**config.mk**
```make
export PLATFORM = sky130hd
export DESIGN_NAME = url_stream_parser
export DESIGN_NICKNAME = d
export VERILOG_FILES = /design/src/hdl/usp_pkg.sv /design/src/hdl/usp_front.sv /design/src/hdl/usp_queue.sv /design/src/hdl/usp_back.sv /design/src/hdl/url_stream_parser.sv
export SDC_FILE = /design/constraint.sdc
export NUM_CORES = 1
export LEC_CHECK = 0
export ABC_AREA = 1
export BUFFER_PORTS_ARGS = -buffer_cell sky130_fd_sc_hd__buf_2
export CAP_MARGIN = 10
export CORE_MARGIN = 2
export CORE_UTILIZATION = 50
export CTS_CLUSTER_DIAMETER = 50
export CTS_CLUSTER_SIZE = 25
export DETAILED_ROUTE_END_ITERATION = 8
export GPL_TIMING_DRIVEN = 0
export PLACE_DENSITY = 0.67
export SLEW_MARGIN = 5
export SYNTH_ARGS = -nofsm -noshare
export SYNTH_HDL_FRONTEND = slang
export SYNTH_SLANG_ARGS = --single-unit
```
**constraint.sdc**
```tcl
create_clock -name clk -period 10.3 [get_ports clk]
set_input_delay 2.06 -clock clk [delete_from_list [all_inputs] [get_ports clk]]
set_output_delay 2.06 -clock clk [all_outputs]
set_load 0.1 [all_outputs]
```
**src/hdl/usp_pkg.sv**
```systemverilog
package usp_pkg;

  // defaults for top-level parameters
  localparam int MAX_URL_LEN_DEFAULT = 4096;
  localparam int QUEUE_DEPTH_DEFAULT = 4;

  // results one byte or end command can cause
  localparam int EV_SLOTS = 3;

  // output field widths
  localparam int OFF_W = 12;
  localparam int LEN_W = 13;

  // characters with a meaning to the parser
  localparam logic [7:0] CH_QUESTION = 8'h3F;
  localparam logic [7:0] CH_AMP      = 8'h26;
  localparam logic [7:0] CH_EQUALS   = 8'h3D;
  localparam logic [7:0] CH_COLON    = 8'h3A;
  localparam logic [7:0] CH_SLASH    = 8'h2F;
  localparam logic [7:0] CH_TILDE    = 8'h7E;

  // input command codes
  localparam logic CMD_CHAR = 1'b0;
  localparam logic CMD_END  = 1'b1;

  // register index of the event enable mask
  localparam logic REG_EVENT_MASK = 1'b0;

  typedef enum logic [3:0] {
    EV_BEGIN    = 4'd0,
    EV_SCHEME   = 4'd1,
    EV_HOST     = 4'd2,
    EV_PORT     = 4'd3,
    EV_SEGMENT  = 4'd4,
    EV_PATH     = 4'd5,
    EV_KV       = 4'd6,
    EV_COMPLETE = 4'd7,
    EV_ERROR    = 4'd8
  } event_t;

  typedef enum logic [3:0] {
    ST_START    = 4'd0,
    ST_SCHEME   = 4'd1,
    ST_SLASH1   = 4'd2,
    ST_SLASH2   = 4'd3,
    ST_HOST     = 4'd4,
    ST_PRECOLON = 4'd5,
    ST_PORT     = 4'd6,
    ST_SEGMENT  = 4'd7,
    ST_KEY      = 4'd8,
    ST_VALUE    = 4'd9,
    ST_ERROR    = 4'd10
  } parse_state_t;

  typedef struct packed {
    logic       cmd;
    logic [7:0] ch;
  } in_item_t;

  typedef struct packed {
    logic [3:0]       event_res;
    logic [OFF_W-1:0] span_start;
    logic [LEN_W-1:0] span_len;
    logic [OFF_W-1:0] value_start;
    logic [LEN_W-1:0] value_len;
    logic             last;
  } out_item_t;

  // one event, already saturated
  typedef struct packed {
    event_t           code;
    logic [OFF_W-1:0] start;
    logic [LEN_W-1:0] len;
    logic [OFF_W-1:0] vstart;
    logic [LEN_W-1:0] vlen;
  } ev_t;

  // all events of one input item, packed from slot 0
  typedef struct packed {
    logic [1:0]            count;
    ev_t [EV_SLOTS-1:0]    evs;
  } bundle_t;

  // characters allowed in a url
  function automatic logic legal_byte(input logic [7:0] c);
    logic ok;
    ok = 1'b0;
    if (c >= 8'h30 && c <= 8'h39) ok = 1'b1;
    if (c >= 8'h41 && c <= 8'h5A) ok = 1'b1;
    if (c >= 8'h61 && c <= 8'h7A) ok = 1'b1;
    case (c)
      8'h2D, 8'h2E, 8'h5F, CH_TILDE, CH_COLON, CH_SLASH, CH_QUESTION,
      8'h23, 8'h5B, 8'h5D, 8'h40, 8'h21, 8'h24, CH_AMP,
      8'h27, 8'h28, 8'h29, 8'h2A, 8'h2B, 8'h2C, 8'h3B,
      CH_EQUALS: ok = 1'b1;
      default: ;
    endcase
    return ok;
  endfunction

endpackage

```
**src/hdl/usp_front.sv**
```systemverilog
module usp_front import usp_pkg::*; #(
  parameter int MAX_URL_LEN = MAX_URL_LEN_DEFAULT
) (
  input  logic     clk,
  input  logic     rst,
  input  logic     accept,
  input  in_item_t item,
  input  logic [7:0] event_mask,
  output logic     push,
  output bundle_t  bundle
);

  localparam int PW = $clog2(MAX_URL_LEN + 1);
  localparam logic [PW-1:0] MAX_POS = PW'(MAX_URL_LEN);

  parse_state_t st, st_next;
  logic [PW-1:0] position, position_next;
  logic [PW-1:0] scheme_start, scheme_start_next;
  logic [PW-1:0] host_start, host_start_next, host_len, host_len_next;
  logic [PW-1:0] port_start, port_start_next, port_len, port_len_next;
  logic [PW-1:0] path_base, path_base_next, path_len, path_len_next;
  logic [PW-1:0] seg_start, seg_start_next, seg_len, seg_len_next;
  logic [PW-1:0] key_start, key_start_next, key_len, key_len_next;
  logic [PW-1:0] value_begin, value_begin_next, value_count, value_count_next;

  logic       err;
  logic [7:0] c;
  logic [PW-1:0] p;
  ev_t        raw [EV_SLOTS];
  logic [EV_SLOTS-1:0] raw_v;

  assign c = item.ch;
  assign p = position;

  // saturate an offset to the output width
  function automatic logic [OFF_W-1:0] sat_off(input logic [PW-1:0] v);
    return (32'(v) > 32'd4095) ? {OFF_W{1'b1}} : OFF_W'(v);
  endfunction

  // saturate a length to the output width
  function automatic logic [LEN_W-1:0] sat_len(input logic [PW-1:0] v);
    return (32'(v) > 32'd8191) ? {LEN_W{1'b1}} : LEN_W'(v);
  endfunction

  function automatic ev_t mk_ev(input event_t code, input logic [PW-1:0] s,
                                input logic [PW-1:0] l);
    ev_t e;
    e.code   = code;
    e.start  = sat_off(s);
    e.len    = sat_len(l);
    e.vstart = '0;
    e.vlen   = '0;
    return e;
  endfunction

  // error detection for the current item
  always_comb begin
    err = 1'b0;
    if (item.cmd == CMD_END) begin
      err = !(st == ST_SEGMENT || st == ST_VALUE || st == ST_HOST || st == ST_PORT);
    end else if (st != ST_ERROR) begin
      if (p >= MAX_POS || !legal_byte(c)) err = 1'b1;
      else if ((st == ST_SLASH1 || st == ST_SLASH2) && c != CH_SLASH) err = 1'b1;
      else if (st == ST_PRECOLON && c == CH_SLASH) err = 1'b1;
    end
  end

  // next parse state
  always_comb begin
    st_next = st;
    if (item.cmd == CMD_END) begin
      st_next = ST_START;
    end else if (st != ST_ERROR) begin
      if (err) begin
        st_next = ST_ERROR;
      end else begin
        case (st)
          ST_START:    st_next = (c == CH_SLASH) ? ST_SEGMENT : ST_SCHEME;
          ST_SCHEME:   if (c == CH_COLON) st_next = ST_SLASH1;
          ST_SLASH1:   st_next = ST_SLASH2;
          ST_SLASH2:   st_next = ST_HOST;
          ST_HOST: begin
            if (c == CH_COLON) st_next = ST_PRECOLON;
            else if (c == CH_SLASH) st_next = ST_SEGMENT;
          end
          ST_PRECOLON: st_next = ST_PORT;
          ST_PORT:     if (c == CH_SLASH) st_next = ST_SEGMENT;
          ST_SEGMENT:  if (c == CH_QUESTION) st_next = ST_KEY;
          ST_KEY:      if (c == CH_EQUALS) st_next = ST_VALUE;
          ST_VALUE:    if (c == CH_AMP) st_next = ST_KEY;
          default:     st_next = ST_ERROR;
        endcase
      end
    end
  end

  // field span updates
  always_comb begin
    position_next     = position;
    scheme_start_next = scheme_start;
    host_start_next   = host_start;
    host_len_next     = host_len;
    port_start_next   = port_start;
    port_len_next     = port_len;
    path_base_next    = path_base;
    path_len_next     = path_len;
    seg_start_next    = seg_start;
    seg_len_next      = seg_len;
    key_start_next    = key_start;
    key_len_next      = key_len;
    value_begin_next  = value_begin;
    value_count_next  = value_count;
    if (item.cmd == CMD_END) begin
      position_next     = '0;
      scheme_start_next = '0;
      host_start_next   = '0;
      host_len_next     = '0;
      port_start_next   = '0;
      port_len_next     = '0;
      path_base_next    = '0;
      path_len_next     = '0;
      seg_start_next    = '0;
      seg_len_next      = '0;
      key_start_next    = '0;
      key_len_next      = '0;
      value_begin_next  = '0;
      value_count_next  = '0;
    end else if (st != ST_ERROR) begin
      if (p < MAX_POS) position_next = p + 1'b1;
      if (!err) begin
        case (st)
          ST_START: begin
            if (c == CH_SLASH) begin
              path_base_next = p;
              path_len_next  = path_len + 1'b1;
              seg_start_next = p + 1'b1;
            end else begin
              scheme_start_next = p;
            end
          end
          ST_SLASH2: host_start_next = p + 1'b1;
          ST_HOST: begin
            if (c == CH_SLASH) begin
              path_base_next = p;
              path_len_next  = path_len + 1'b1;
              seg_start_next = p + 1'b1;
            end else if (c != CH_COLON) begin
              host_len_next = host_len + 1'b1;
            end
          end
          ST_PRECOLON: begin
            port_start_next = p;
            port_len_next   = PW'(1);
          end
          ST_PORT: begin
            if (c == CH_SLASH) begin
              path_base_next = p;
              path_len_next  = path_len + 1'b1;
              seg_start_next = p + 1'b1;
            end else begin
              port_len_next = port_len + 1'b1;
            end
          end
          ST_SEGMENT: begin
            if (c == CH_SLASH || c == CH_QUESTION) begin
              seg_start_next = p + 1'b1;
              seg_len_next   = '0;
            end else begin
              seg_len_next = seg_len + 1'b1;
            end
            if (c == CH_QUESTION) begin
              key_start_next = p + 1'b1;
              key_len_next   = '0;
            end else begin
              path_len_next = path_len + 1'b1;
            end
          end
          ST_KEY: begin
            if (c == CH_EQUALS) begin
              value_begin_next = p + 1'b1;
              value_count_next = '0;
            end else begin
              key_len_next = key_len + 1'b1;
            end
          end
          ST_VALUE: begin
            if (c == CH_AMP) begin
              key_start_next = p + 1'b1;
              key_len_next   = '0;
            end else begin
              value_count_next = value_count + 1'b1;
            end
          end
          default: ;
        endcase
      end
    end
  end

  // raw events in order, before the enable mask
  always_comb begin
    ev_t kv;
    kv        = mk_ev(EV_KV, key_start, key_len);
    kv.vstart = sat_off(value_begin);
    kv.vlen   = sat_len(value_count);
    for (int i = 0; i < EV_SLOTS; i++) raw[i] = '0;
    raw_v = '0;
    if (item.cmd == CMD_END) begin
      if (err) begin
        raw[0] = mk_ev(EV_ERROR, p, '0);
        raw_v  = 3'b001;
      end else begin
        case (st)
          ST_SEGMENT: begin
            raw[0] = mk_ev(EV_SEGMENT, seg_start, seg_len);
            raw[1] = mk_ev(EV_PATH, path_base, path_len);
            raw[2] = mk_ev(EV_COMPLETE, '0, p);
            raw_v  = 3'b111;
          end
          ST_VALUE: begin
            raw[0] = kv;
            raw[1] = mk_ev(EV_COMPLETE, '0, p);
            raw_v  = 3'b011;
          end
          ST_HOST: begin
            raw[0] = mk_ev(EV_HOST, host_start, host_len);
            raw[1] = mk_ev(EV_COMPLETE, '0, p);
            raw_v  = 3'b011;
          end
          ST_PORT: begin
            raw[0] = mk_ev(EV_PORT, port_start, port_len);
            raw[1] = mk_ev(EV_COMPLETE, '0, p);
            raw_v  = 3'b011;
          end
          default: ;
        endcase
      end
    end else if (st != ST_ERROR) begin
      if (err) begin
        raw[0] = mk_ev(EV_ERROR, p, '0);
        raw_v  = 3'b001;
      end else begin
        case (st)
          ST_START: begin
            raw[0] = mk_ev(EV_BEGIN, '0, '0);
            raw_v  = 3'b001;
          end
          ST_SCHEME: begin
            raw[0] = mk_ev(EV_SCHEME, scheme_start, p - scheme_start);
            raw_v  = {2'b00, c == CH_COLON};
          end
          ST_HOST: begin
            raw[0] = mk_ev(EV_HOST, host_start, host_len);
            raw_v  = {2'b00, c == CH_COLON || c == CH_SLASH};
          end
          ST_PORT: begin
            raw[0] = mk_ev(EV_PORT, port_start, port_len);
            raw_v  = {2'b00, c == CH_SLASH};
          end
          ST_SEGMENT: begin
            raw[0] = mk_ev(EV_SEGMENT, seg_start, seg_len);
            raw[1] = mk_ev(EV_PATH, path_base, path_len);
            raw_v  = {1'b0, c == CH_QUESTION, c == CH_SLASH || c == CH_QUESTION};
          end
          ST_VALUE: begin
            raw[0] = kv;
            raw_v  = {2'b00, c == CH_AMP};
          end
          default: ;
        endcase
      end
    end
  end

  // drop disabled events and pack the rest from slot 0
  always_comb begin
    logic [1:0] n;
    logic       en;
    n      = '0;
    bundle = '0;
    for (int i = 0; i < EV_SLOTS; i++) begin
      en = (raw[i].code == EV_ERROR) || event_mask[raw[i].code[2:0]];
      if (raw_v[i] && en) begin
        bundle.evs[n] = raw[i];
        n = n + 1'b1;
      end
    end
    bundle.count = n;
  end

  assign push = accept && (bundle.count != 2'd0);

  // parser state registers
  always_ff @(posedge clk) begin
    if (rst) begin
      st           <= ST_START;
      position     <= '0;
      scheme_start <= '0;
      host_start   <= '0;
      host_len     <= '0;
      port_start   <= '0;
      port_len     <= '0;
      path_base    <= '0;
      path_len     <= '0;
      seg_start    <= '0;
      seg_len      <= '0;
      key_start    <= '0;
      key_len      <= '0;
      value_begin  <= '0;
      value_count  <= '0;
    end else if (accept) begin
      st           <= st_next;
      position     <= position_next;
      scheme_start <= scheme_start_next;
      host_start   <= host_start_next;
      host_len     <= host_len_next;
      port_start   <= port_start_next;
      port_len     <= port_len_next;
      path_base    <= path_base_next;
      path_len     <= path_len_next;
      seg_start    <= seg_start_next;
      seg_len      <= seg_len_next;
      key_start    <= key_start_next;
      key_len      <= key_len_next;
      value_begin  <= value_begin_next;
      value_count  <= value_count_next;
    end
  end

endmodule

```
**src/hdl/usp_queue.sv**
```systemverilog
module usp_queue import usp_pkg::*; #(
  parameter int DEPTH = QUEUE_DEPTH_DEFAULT
) (
  input  logic    clk,
  input  logic    rst,
  input  logic    push,
  input  bundle_t push_data,
  input  logic    pop,
  output logic    full,
  output logic    head_valid,
  output bundle_t head
);

  localparam int AW = $clog2(DEPTH);
  localparam int CW = $clog2(DEPTH + 1);
  localparam logic [AW-1:0] LAST_PTR = AW'(DEPTH - 1);
  localparam logic [CW-1:0] FULL_CNT = CW'(DEPTH);

  bundle_t       slots [DEPTH];
  logic [AW-1:0] wr_ptr, rd_ptr;
  logic [CW-1:0] count;

  assign full       = (count == FULL_CNT);
  assign head_valid = (count != '0);
  assign head       = slots[rd_ptr];

  // bundle storage
  always_ff @(posedge clk) begin
    if (push) slots[wr_ptr] <= push_data;
  end

  // pointers and fill count
  always_ff @(posedge clk) begin
    if (rst) begin
      wr_ptr <= '0;
      rd_ptr <= '0;
      count  <= '0;
    end else begin
      if (push) wr_ptr <= (wr_ptr == LAST_PTR) ? '0 : wr_ptr + 1'b1;
      if (pop)  rd_ptr <= (rd_ptr == LAST_PTR) ? '0 : rd_ptr + 1'b1;
      if (push && !pop) count <= count + 1'b1;
      else if (pop && !push) count <= count - 1'b1;
    end
  end

endmodule

```
**src/hdl/usp_back.sv**
```systemverilog
module usp_back import usp_pkg::*; (
  input  logic      clk,
  input  logic      rst,
  input  logic      head_valid,
  input  bundle_t   head,
  output logic      pop,
  output logic      res_valid,
  input  logic      res_stall,
  output out_item_t res
);

  logic [1:0] idx;
  logic       load;
  logic       final_ev;
  ev_t        cur;

  assign load     = head_valid && (!res_valid || !res_stall);
  assign final_ev = (idx == head.count - 2'd1);
  assign cur      = head.evs[idx];
  assign pop      = load && final_ev;

  // walk through the head bundle one event per transfer
  always_ff @(posedge clk) begin
    if (rst) begin
      idx       <= '0;
      res_valid <= 1'b0;
    end else begin
      if (load) begin
        idx       <= final_ev ? 2'd0 : idx + 2'd1;
        res_valid <= 1'b1;
      end else if (!res_stall) begin
        res_valid <= 1'b0;
      end
    end
  end

  // output register
  always_ff @(posedge clk) begin
    if (load) begin
      res.event_res   <= cur.code;
      res.span_start  <= cur.start;
      res.span_len    <= cur.len;
      res.value_start <= cur.vstart;
      res.value_len   <= cur.vlen;
      res.last        <= final_ev;
    end
  end

endmodule

```
**src/hdl/url_stream_parser.sv**
```systemverilog
// each result is written into the queue and then into the output register before it is valid
// the parser takes one byte per cycle unless the queue is full; the output register sends
// one result per cycle unless res_stall is high, one transfer for each result of a byte
// a four-entry queue between parser and output lets either side stall on its own
// reset (synchronous, active high): parser back to start, position and spans zero,
// queue empty, event enable mask all ones
module url_stream_parser import usp_pkg::*; #(
  parameter int MAX_URL_LEN = MAX_URL_LEN_DEFAULT,
  parameter int QUEUE_DEPTH = QUEUE_DEPTH_DEFAULT
) (
  input  logic        clk,
  input  logic        rst,
  input  logic        item_valid,
  output logic        item_stall,
  input  in_item_t    item,
  output logic        res_valid,
  input  logic        res_stall,
  output out_item_t   res,
  input  logic        psel,
  input  logic        penable,
  input  logic        pwrite,
  input  logic [2:0]  paddr,
  input  logic [31:0] pwdata,
  output logic [31:0] prdata,
  output logic        pready
);

  logic       accept;
  logic       push, pop, full, head_valid;
  bundle_t    push_data, head;
  logic [7:0] event_mask;

  assign pready     = 1'b1;
  assign item_stall = full;
  assign accept     = item_valid && !item_stall;

  // configuration register
  always_ff @(posedge clk) begin
    if (rst) begin
      event_mask <= 8'hFF;
    end else if (psel && penable && pwrite && pready && paddr[2] == REG_EVENT_MASK) begin
      event_mask <= pwdata[7:0];
    end
  end

  assign prdata = (paddr[2] == REG_EVENT_MASK) ? {24'd0, event_mask} : 32'd0;

  usp_front #(
    .MAX_URL_LEN(MAX_URL_LEN)
  ) u_front (
    .clk        (clk),
    .rst        (rst),
    .accept     (accept),
    .item       (item),
    .event_mask (event_mask),
    .push       (push),
    .bundle     (push_data)
  );

  usp_queue #(
    .DEPTH(QUEUE_DEPTH)
  ) u_queue (
    .clk        (clk),
    .rst        (rst),
    .push       (push),
    .push_data  (push_data),
    .pop        (pop),
    .full       (full),
    .head_valid (head_valid),
    .head       (head)
  );

  usp_back u_back (
    .clk        (clk),
    .rst        (rst),
    .head_valid (head_valid),
    .head       (head),
    .pop        (pop),
    .res_valid  (res_valid),
    .res_stall  (res_stall),
    .res        (res)
  );

endmodule

```
==> reports/qor.txt, run 1 <==
Die span in x: 246.1 um
Fin. Hold Viols: 0
CORE AREA: 57,810 sq um
Mapped cell area: 29,300 sq um
Clk slew on worst S/H paths: 70 ps
Commonest non-fill, non-tap cells in the layout: nor2_1, edfxtp_1, o21ai_0
Nets: 3,386
Switch Pwr: 3.431 mW
Diodes inserted: 0
Setup-failing EPs final: 0
# hold bufs at CTS: 0
Vias: 23,710
# resized after CTS: 0
Slowest stage cell, crit path: nor2_4
FF+latch count, synth: 649
Crit path time final: 6769 ps
Max transition margin: 17.81%
Pre-CTS setup slack: 2889 ps
Post-route clock period utilization: 65.72%
Predominant post-synthesis flop cell: edfxtp_1
Clock skew: 74.49 ps
Routed WL: 91,510 um
Sink Count: 649
Antenna Nets Post-Route: 0
Fillers: 5,028
Final HPWL DP: 68,160 um
Post-route cell area: 33,400 sq um
Design Power: 8.539 mW
Worst Hold Class: reg2reg
Int Pwr: 5.108 mW
Area occupied by multi-input gates: 9966 sq um
Seq pwr share: 39.9%
RSZ-0062 raised after global routing: false
Setup crit start kind: primary input
Area Overhead vs Synth: 13.99%
Crit-path max cell delay: 710 ps
Status: finished, final reports clean
Gate power share: 32.0%
Count of pins over their slew limit: 0
Ys async rst share: 0%
Vias/cell: 5.756
Most common cell after layout, fill and taps aside: nor2_1
Distinct cells, synth: 61
EDFF count, synth: 443
Clk root buf: clkbuf_16
Initial antenna violation count: 1
Share of cells above drive strength 1: 9.836%
Sw Ratio: 40.18%
Pin count of the biggest net entering global routing: 44
Die area: 60,550 sq um
Max VDD drop: 0.2682 mV
Clock tree buffer depth: 3
Reg area: 17,430 sq um
WL per Instance: 22.21 um
I/O pin total: 141
Post-synthesis sequential area ratio: 59.48%
Placer's final routability congestion estimate: 0.9312
CTS tree: done
Max FO, Critical Path: 22
Avg Cell Area, Syn: 9.403 sq um
First-pass GRT wire length: 136,400 um
Setup repair bufs after CTS: 0
Vias in the first global route: 22,340
Cell row count: 88
Worst slew pin tran: 1233 ps
Fin worst setup slack: 3531 ps
Initial DRC count: 2,329
Warning count from the yosys run: 0
Total grt overflow: 0
Setup crit end kind: flip-flop
CP arrival: 7100 ps
H-Tree Depth: 2
Pleak: 11.99 nW
Max frequency: 0.1477 GHz
Max-Cap Viols: 0
TritonCTS Buffers: 60
Area after DPL: 31,190 sq um
Mapped Cells: 3,116
Initial cell density of the core: 50.69%
GR Util All Layers: 30.11%
WS Path Type: in2reg
Clock Latency Late Sink: 670 ps
PwrDens: 255.7 nW/um^2
Die height: 246.1 um
Critical Path Most Common Cell: nand2_1
Number of remaining DRC errors: 0
CP Data Required Time: 10,640 ps
First-pass DRT Iterations: 6
Buffers on Ports: 86
Clock group share of total power: 28.1%
-- cells by family (layout without fill, tap and decap cells) --
family,Yosys count,in the layout,share of synthesized area (%)
other,2,25,0.02563
buffers and inverters,496,712,6.905
adders and majority gates,31,31,1.375
AOI/OAI and AO/OA,900,900,16.99
xor gates and xnor gates,11,11,0.3288
DFF,649,649,59.48
and+or+nand+nor,1027,1027,14.90
-- worst paths after layout --
path / start / end / slack [ps] / cells past startpoint
setup / recovery: item[4] / u_queue.slots[2][20]$_DFFE_PP_ / 3530 / 30
hold / removal: u_front.path_base[2]$_SDFFE_PP0P_ / u_front.path_base[2]$_SDFFE_PP0P_ / 460 / 2
setup reg to reg: u_front.p[12]$_SDFFE_PP0P_ / u_queue.slots[2][20]$_DFFE_PP_ / 4620 / 23
hold reg to reg: u_front.path_base[2]$_SDFFE_PP0P_ / u_front.path_base[2]$_SDFFE_PP0P_ / 460 / 2
-- final cells by class --
cell class | instances | area share (%)
Buffer | 180 | 2.503
Clock buffer | 62 | 4.518
Clock inverter | 51 | 2.098
Inverter | 316 | 3.555
Multi-Input combinational cell | 1994 | 29.84
Sequential cell | 649 | 52.18
Tap cell | 765 | 2.866
Timing Repair Buffer | 103 | 2.443
-- through the flow --
step | TNS, ps | util [%] | instances | hold WS [ps]
floorplan | 0 | - | 3139 | 422.5
global placement | -1295500 | 53.24 | 3990 | 440.9
detailed placement | 0 | 53.95 | 4007 | 447.4
CTS | 0 | 57.78 | 4120 | 457.9
global route | 0 | 57.78 | 4120 | 473.2
finish | 0 | 57.78 | 4120 | 457.3
-- Yosys cell counts (3+ instances only) --
library cell	count	area share [%]
nor3_1	54	0.92
clkbuf_1	130	1.7
xor2_1	10	0.30
edfxtp_1	443	45
a22oi_1	12	0.31
inv_2	18	0.23
buf_1	6	0.077
o21ai_1	15	0.26
o2111ai_1	12	0.36
o21ai_0	386	6.6
buf_6	6	0.23
a21oi_1	289	4.9
a221oi_1	10	0.30
o31ai_1	3	0.077
ha_1	29	1.2
o211ai_1	18	0.46
dfxtp_1	206	14
nor4_1	15	0.32
clkinv_1	7	0.090
nand3_2	3	0.10
nor2_4	3	0.12
nand2_2	12	0.26
o21a_1	6	0.15
nor2_1	453	5.8
a31oi_1	9	0.19
a22o_1	12	0.36
nor3_2	3	0.10
nand4_1	12	0.26
nand3_1	104	1.8
buf_2	11	0.19
a211oi_1	18	0.46
or2_1	3	0.064
nor3b_1	7	0.18
and3_1	3	0.064
o22ai_1	93	2.0
nand2_1	327	4.2
nor2_2	20	0.43
o221ai_1	3	0.090
buf_4	27	0.69
inv_1	290	3.7
-- critical path: cells and delay by family --
| family | cells | cell delay [ps] |
|---|---|---|
| adders and majority gates | 1 | 290 |
| buffers and inverters | 8 | 1420 |
| and+or+nand+nor | 21 | 3270 |
-- layer usage --
metal / global-route usage (%) / share of wire, % / vias to the layer above
met5: 0 / 0 / -
met2: 48.31 / 47 / 1074
met3: 4.684 / 8.9 / 166
li1: - / - / 11190
met1: 41.38 / 41 / 11280
met4: 11.18 / 3.5 / 0
-- state kept, by name (all words and copies together), names as in the netlist, named ones only --
name and flops:
event_mask 8, u_back.idx 2, u_back.res 55, u_back.res_valid 1, u_front.host_len 13, u_front.host_start 13
u_front.key_len 13, u_front.key_start 13, u_front.p 13, u_front.path_base 13, u_front.path_len 13, u_front.port_len 13
u_front.port_start 13, u_front.scheme_start 13, u_front.seg_len 13, u_front.seg_start 13, u_front.st 4, u_front.value_begin 13
u_front.value_count 13, u_queue.count 3, u_queue.rd_ptr 2, u_queue.slots 388, u_queue.wr_ptr 2
-- power by group through the flow --
stage,clock [mW],sequential [mW],combinational [mW]
floorplan,0,4.31,1.12
global placement,0,3.51,2.62
detailed placement,0,3.46,2.72
CTS,2.43,3.40,2.73
global route,2.53,3.44,2.91
finish,2.40,3.40,2.74
Power figures use the tool's default switching activity.
==> inputs of run 2 (changes only) <==
--- a/config.mk
+++ b/config.mk
@@ -5,7 +5,7 @@
 export SDC_FILE = /design/constraint.sdc
 export NUM_CORES = 1
 export LEC_CHECK = 0
-export ABC_AREA = 1
+export ABC_AREA = 0
 export BUFFER_PORTS_ARGS = -buffer_cell sky130_fd_sc_hd__buf_2
 export CAP_MARGIN = 10
 export CORE_MARGIN = 2
@@ -14,7 +14,7 @@
 export CTS_CLUSTER_SIZE = 25
 export DETAILED_ROUTE_END_ITERATION = 8
 export GPL_TIMING_DRIVEN = 0
-export PLACE_DENSITY = 0.67
+export PLACE_DENSITY = 0.7
 export SLEW_MARGIN = 5
 export SYNTH_ARGS = -nofsm -noshare
 export SYNTH_HDL_FRONTEND = slang
==> constraint.sdc (replaced) <==
create_clock -name clk -period 5.8 [get_ports clk]
set_input_delay 1.16 -clock clk [delete_from_list [all_inputs] [get_ports clk]]
set_output_delay 1.16 -clock clk [all_outputs]
set_load 0.1 [all_outputs]
==> reports/qor.txt, run 2 <==
Routed WL: 76,930 um (-16%)
Max FO, Critical Path: 11 (-50%)
First-pass DRT Iterations: 7 (+1)
Mapped cell area: 28,910 sq um (-1.3%)
Pin count of the biggest net entering global routing: 56 (+27%)
Cell with the most instances after synthesis: edfxtp_1
Nets: 2,589 (-24%)
Area Overhead vs Synth: 13.59%
Distinct cells, synth: 77 (+26%)
Slowest stage cell, crit path: or4b_1
Most common cell after layout, fill and taps aside: edfxtp_1
Total negative setup slack: 0 ps (unchanged)
Fin cells: 3,324 (-19%)
Design Power: 14.38 mW (+68%)
EDFF count, synth: 443 (unchanged)
Diodes inserted: 0 (unchanged)
Sink Count: 649 (unchanged)
Post-route cell area: 32,840 sq um (-1.7%)
Die height: 244.5 um (-0.65%)
Die area: 59,760 sq um (-1.3%)
Crit path time final: 5646 ps
Post-synth top cells: edfxtp_1, nor2_1, dfxtp_1
Max transition margin: 26.37% (+8.6 points)
Area after DPL: 30,580 sq um (-1.9%)
Clk root buf: clkbuf_16
H-Tree Depth: 2 (unchanged)
Crit-path max cell delay: 560 ps (-150 ps)
Pre-CTS setup slack: -1485 ps (-4374 ps)
Worst path cell trace: clkbuf_1 -> or4b_1 -> a21o_1 -> nor2_2 -> a211oi_1 -> nor3_2 -> or2_1 -> buf_2 -> inv_2 -> buf_2 -> ha_1 -> o21ai_2 -> o21ba_2 -> ha_1 -> inv_1 -> fa_1 -> xor2_1 -> or3_1 -> a21oi_1
Post-synth top area share: 46.01% (+0.61 points)
First-pass GRT wire length: 118,300 um (-13%)
Share of cells above drive strength 1: 14.65% (+4.8 points)
Worst Hold Class: reg2reg
Clock Latency Late Sink: 640 ps (-30 ps)
Avg Cell Area, Syn: 12.44 sq um (+32%)
Post-route clock period utilization: 97.34%
Vias/cell: 5.944 (+3.3%)
Die span in x: 244.5 um (-0.65%)
Warning count from the yosys run: 0 (unchanged)
Met1 usage: 37.43% (-3.9 points)
GRT busiest layer: met2
Initial cell density of the core: 50.30% (-0.38 points)
Commonest non-fill, non-tap cells in the layout: edfxtp_1, nor2_1, dfxtp_1
Hold slack: 450.9 ps (-6.440 ps)
Number of remaining DRC errors: 0 (unchanged)
Status: finished, final reports clean
Largest area contributor in the netlist: edfxtp_1
Initial antenna violation count: 1 (unchanged)
Mapped Cells: 2,325 (-25%)
Vias: 19,760 (-17%)
Cell row count: 88 (unchanged)
CORE AREA: 57,480 sq um (-0.57%)
I/O pin total: 141 (unchanged)
Max frequency: 0.1771 GHz
Met2 usage: 41.06% (-7.2 points)
Fin worst setup slack: 154.3 ps (-3377 ps)
FF+latch count, synth: 649 (unchanged)
Synth area leaders: edfxtp_1, dfxtp_1, mux4_2, mux2i_1, nor2_1
Vias in the first global route: 19,530 (-13%)
Clock tree buffer depth: 3 (unchanged)
Hold Path Depth: 2 (unchanged)
Clock skew: 20.50 ps (-53.99 ps)
Core Util, Final: 57.14% (-0.64 points)
Largest register FFs: 388 (unchanged)
WL per Instance: 23.14 um (+4.2%)
Final HPWL DP: 54,570 um (-20%)
Post-synthesis sequential area ratio: 60.28% (+0.80 points)
Worst R2R Path Depth: 16 (-30%)
TritonCTS Buffers: 60 (unchanged)
Max-Cap Viols: 0 (unchanged)
Clk slew on worst S/H paths: 70 ps (about the same)
Placed cell count: 3,206 (-20%)
CP Data Required Time: 6350 ps (-4290 ps)
# hold bufs at CTS: 0 (unchanged)
Pleak: 11.14 nW (-7.1%)
Total grt overflow: 0 (unchanged)
Worst R2R Start: u_front.st[2]$_SDFFE_PP0P_
Setup-failing EPs final: 0 (unchanged)
Antenna Nets Post-Route: 0 (unchanged)
Hold Crit Start: u_front.host_start[6]$_SDFFE_PP0P_
RSZ-0062 raised after global routing: true
CP arrival: 6190 ps (-910 ps)
Placer's final routability congestion estimate: 0.9754 (+4.7%)
Ys async rst share: 0% (unchanged)
Predominant post-synthesis flop cell: edfxtp_1
Max VDD drop: 0.4903 mV (+83%)
PwrDens: 437.9 nW/um^2 (+71%)
GR Util All Layers: 25.93% (-4.2 points)
Biggest regs: u_queue.slots x388, u_back.res x55
CP startpoint: item[8]
Setup crit start kind: primary input
Initial DRC count: 2,209 (-5.2%)
Fin. Hold Viols: 0 (unchanged)
GR Util met3: 3.819% (-0.86 points)
Setup crit end kind: flip-flop
Worst slew pin tran: 1096 ps (-136.9 ps)
WS Path Type: in2reg
Biggest register: u_queue.slots
Buffers on Ports: 86 (unchanged)
CTS tree: done
Count of pins over their slew limit: 0 (unchanged)
==> run 2: kinds of logic (layout without fill, tap and decap cells) <==
logic type / after synthesis / count (layout) / share of synthesized area, %
mux: 213 / 213 / 11.58
other cells: 2 / 25 / 0.02598
xor+xnor: 80 / 80 / 2.424
simple gates: 747 / 750 / 12.57
buf+inv: 227 / 435 / 3.350
compound gates: 376 / 376 / 8.379
fa+ha+maj: 31 / 31 / 1.394
flops: 649 / 649 / 60.28
==> run 2: layout make-up <==
type	count	area (sq um)
plain buffers	181	797.0
clock buffers	65	1563
clock inverters	49	630.6
fillers	4716	24630
inverters	45	168.9
multi-input cells	1475	10670
flip-flops and latches	649	17430
well taps	765	957.2
repair buffers	95	623.1
==> run 2: power breakdown <==
part | total, mW | internal, mW | switching, mW
Combinational | 4.32 | 1.15 | 3.17
Sequential | 5.76 | 5.62 | 0.137
Clock | 4.30 | 2.30 | 2.00
Total | 14.4 | 9.07 | 5.31
==> run 2: worst paths after layout <==
path,to,slack [ps]
worst max register to register,u_queue.slots[2][35]$_DFFE_PP_,320
worst min register to register,u_front.host_start[6]$_SDFFE_PP0P_,450
worst min-delay path,u_front.host_start[6]$_SDFFE_PP0P_,450
worst max-delay path,u_queue.count[2]$_SDFFE_PP0P_,150
==> run 2: repair_timing <==
action,4_1_cts,5_1_grt
resized for setup,5,4
endpoints found under the setup margin,382,51
cloned,3,0
pin swaps,3,1
setup buffers,0,1
==> run 2: metal layers <==
| metal | routed length (um) | vias up | share of wire [%] |
|---|---|---|---|
| met5 | 12 | - | 0.016 |
| met4 | 1918 | 2 | 2.5 |
| met3 | 5429 | 125 | 7.1 |
| met2 | 35840 | 756 | 47 |
| met1 | 33730 | 9896 | 44 |
| li1 | - | 8978 | - |
==> run 2: critical path: cells and delay by family <==
kind                       cells  cell delay, ps
xor gates and xnor gates       1             180
AOI/OAI and AO/OA              5            1350
and+or+nand+nor                5            1770
buffers and inverters          5             860
adders and majority gates      3             850
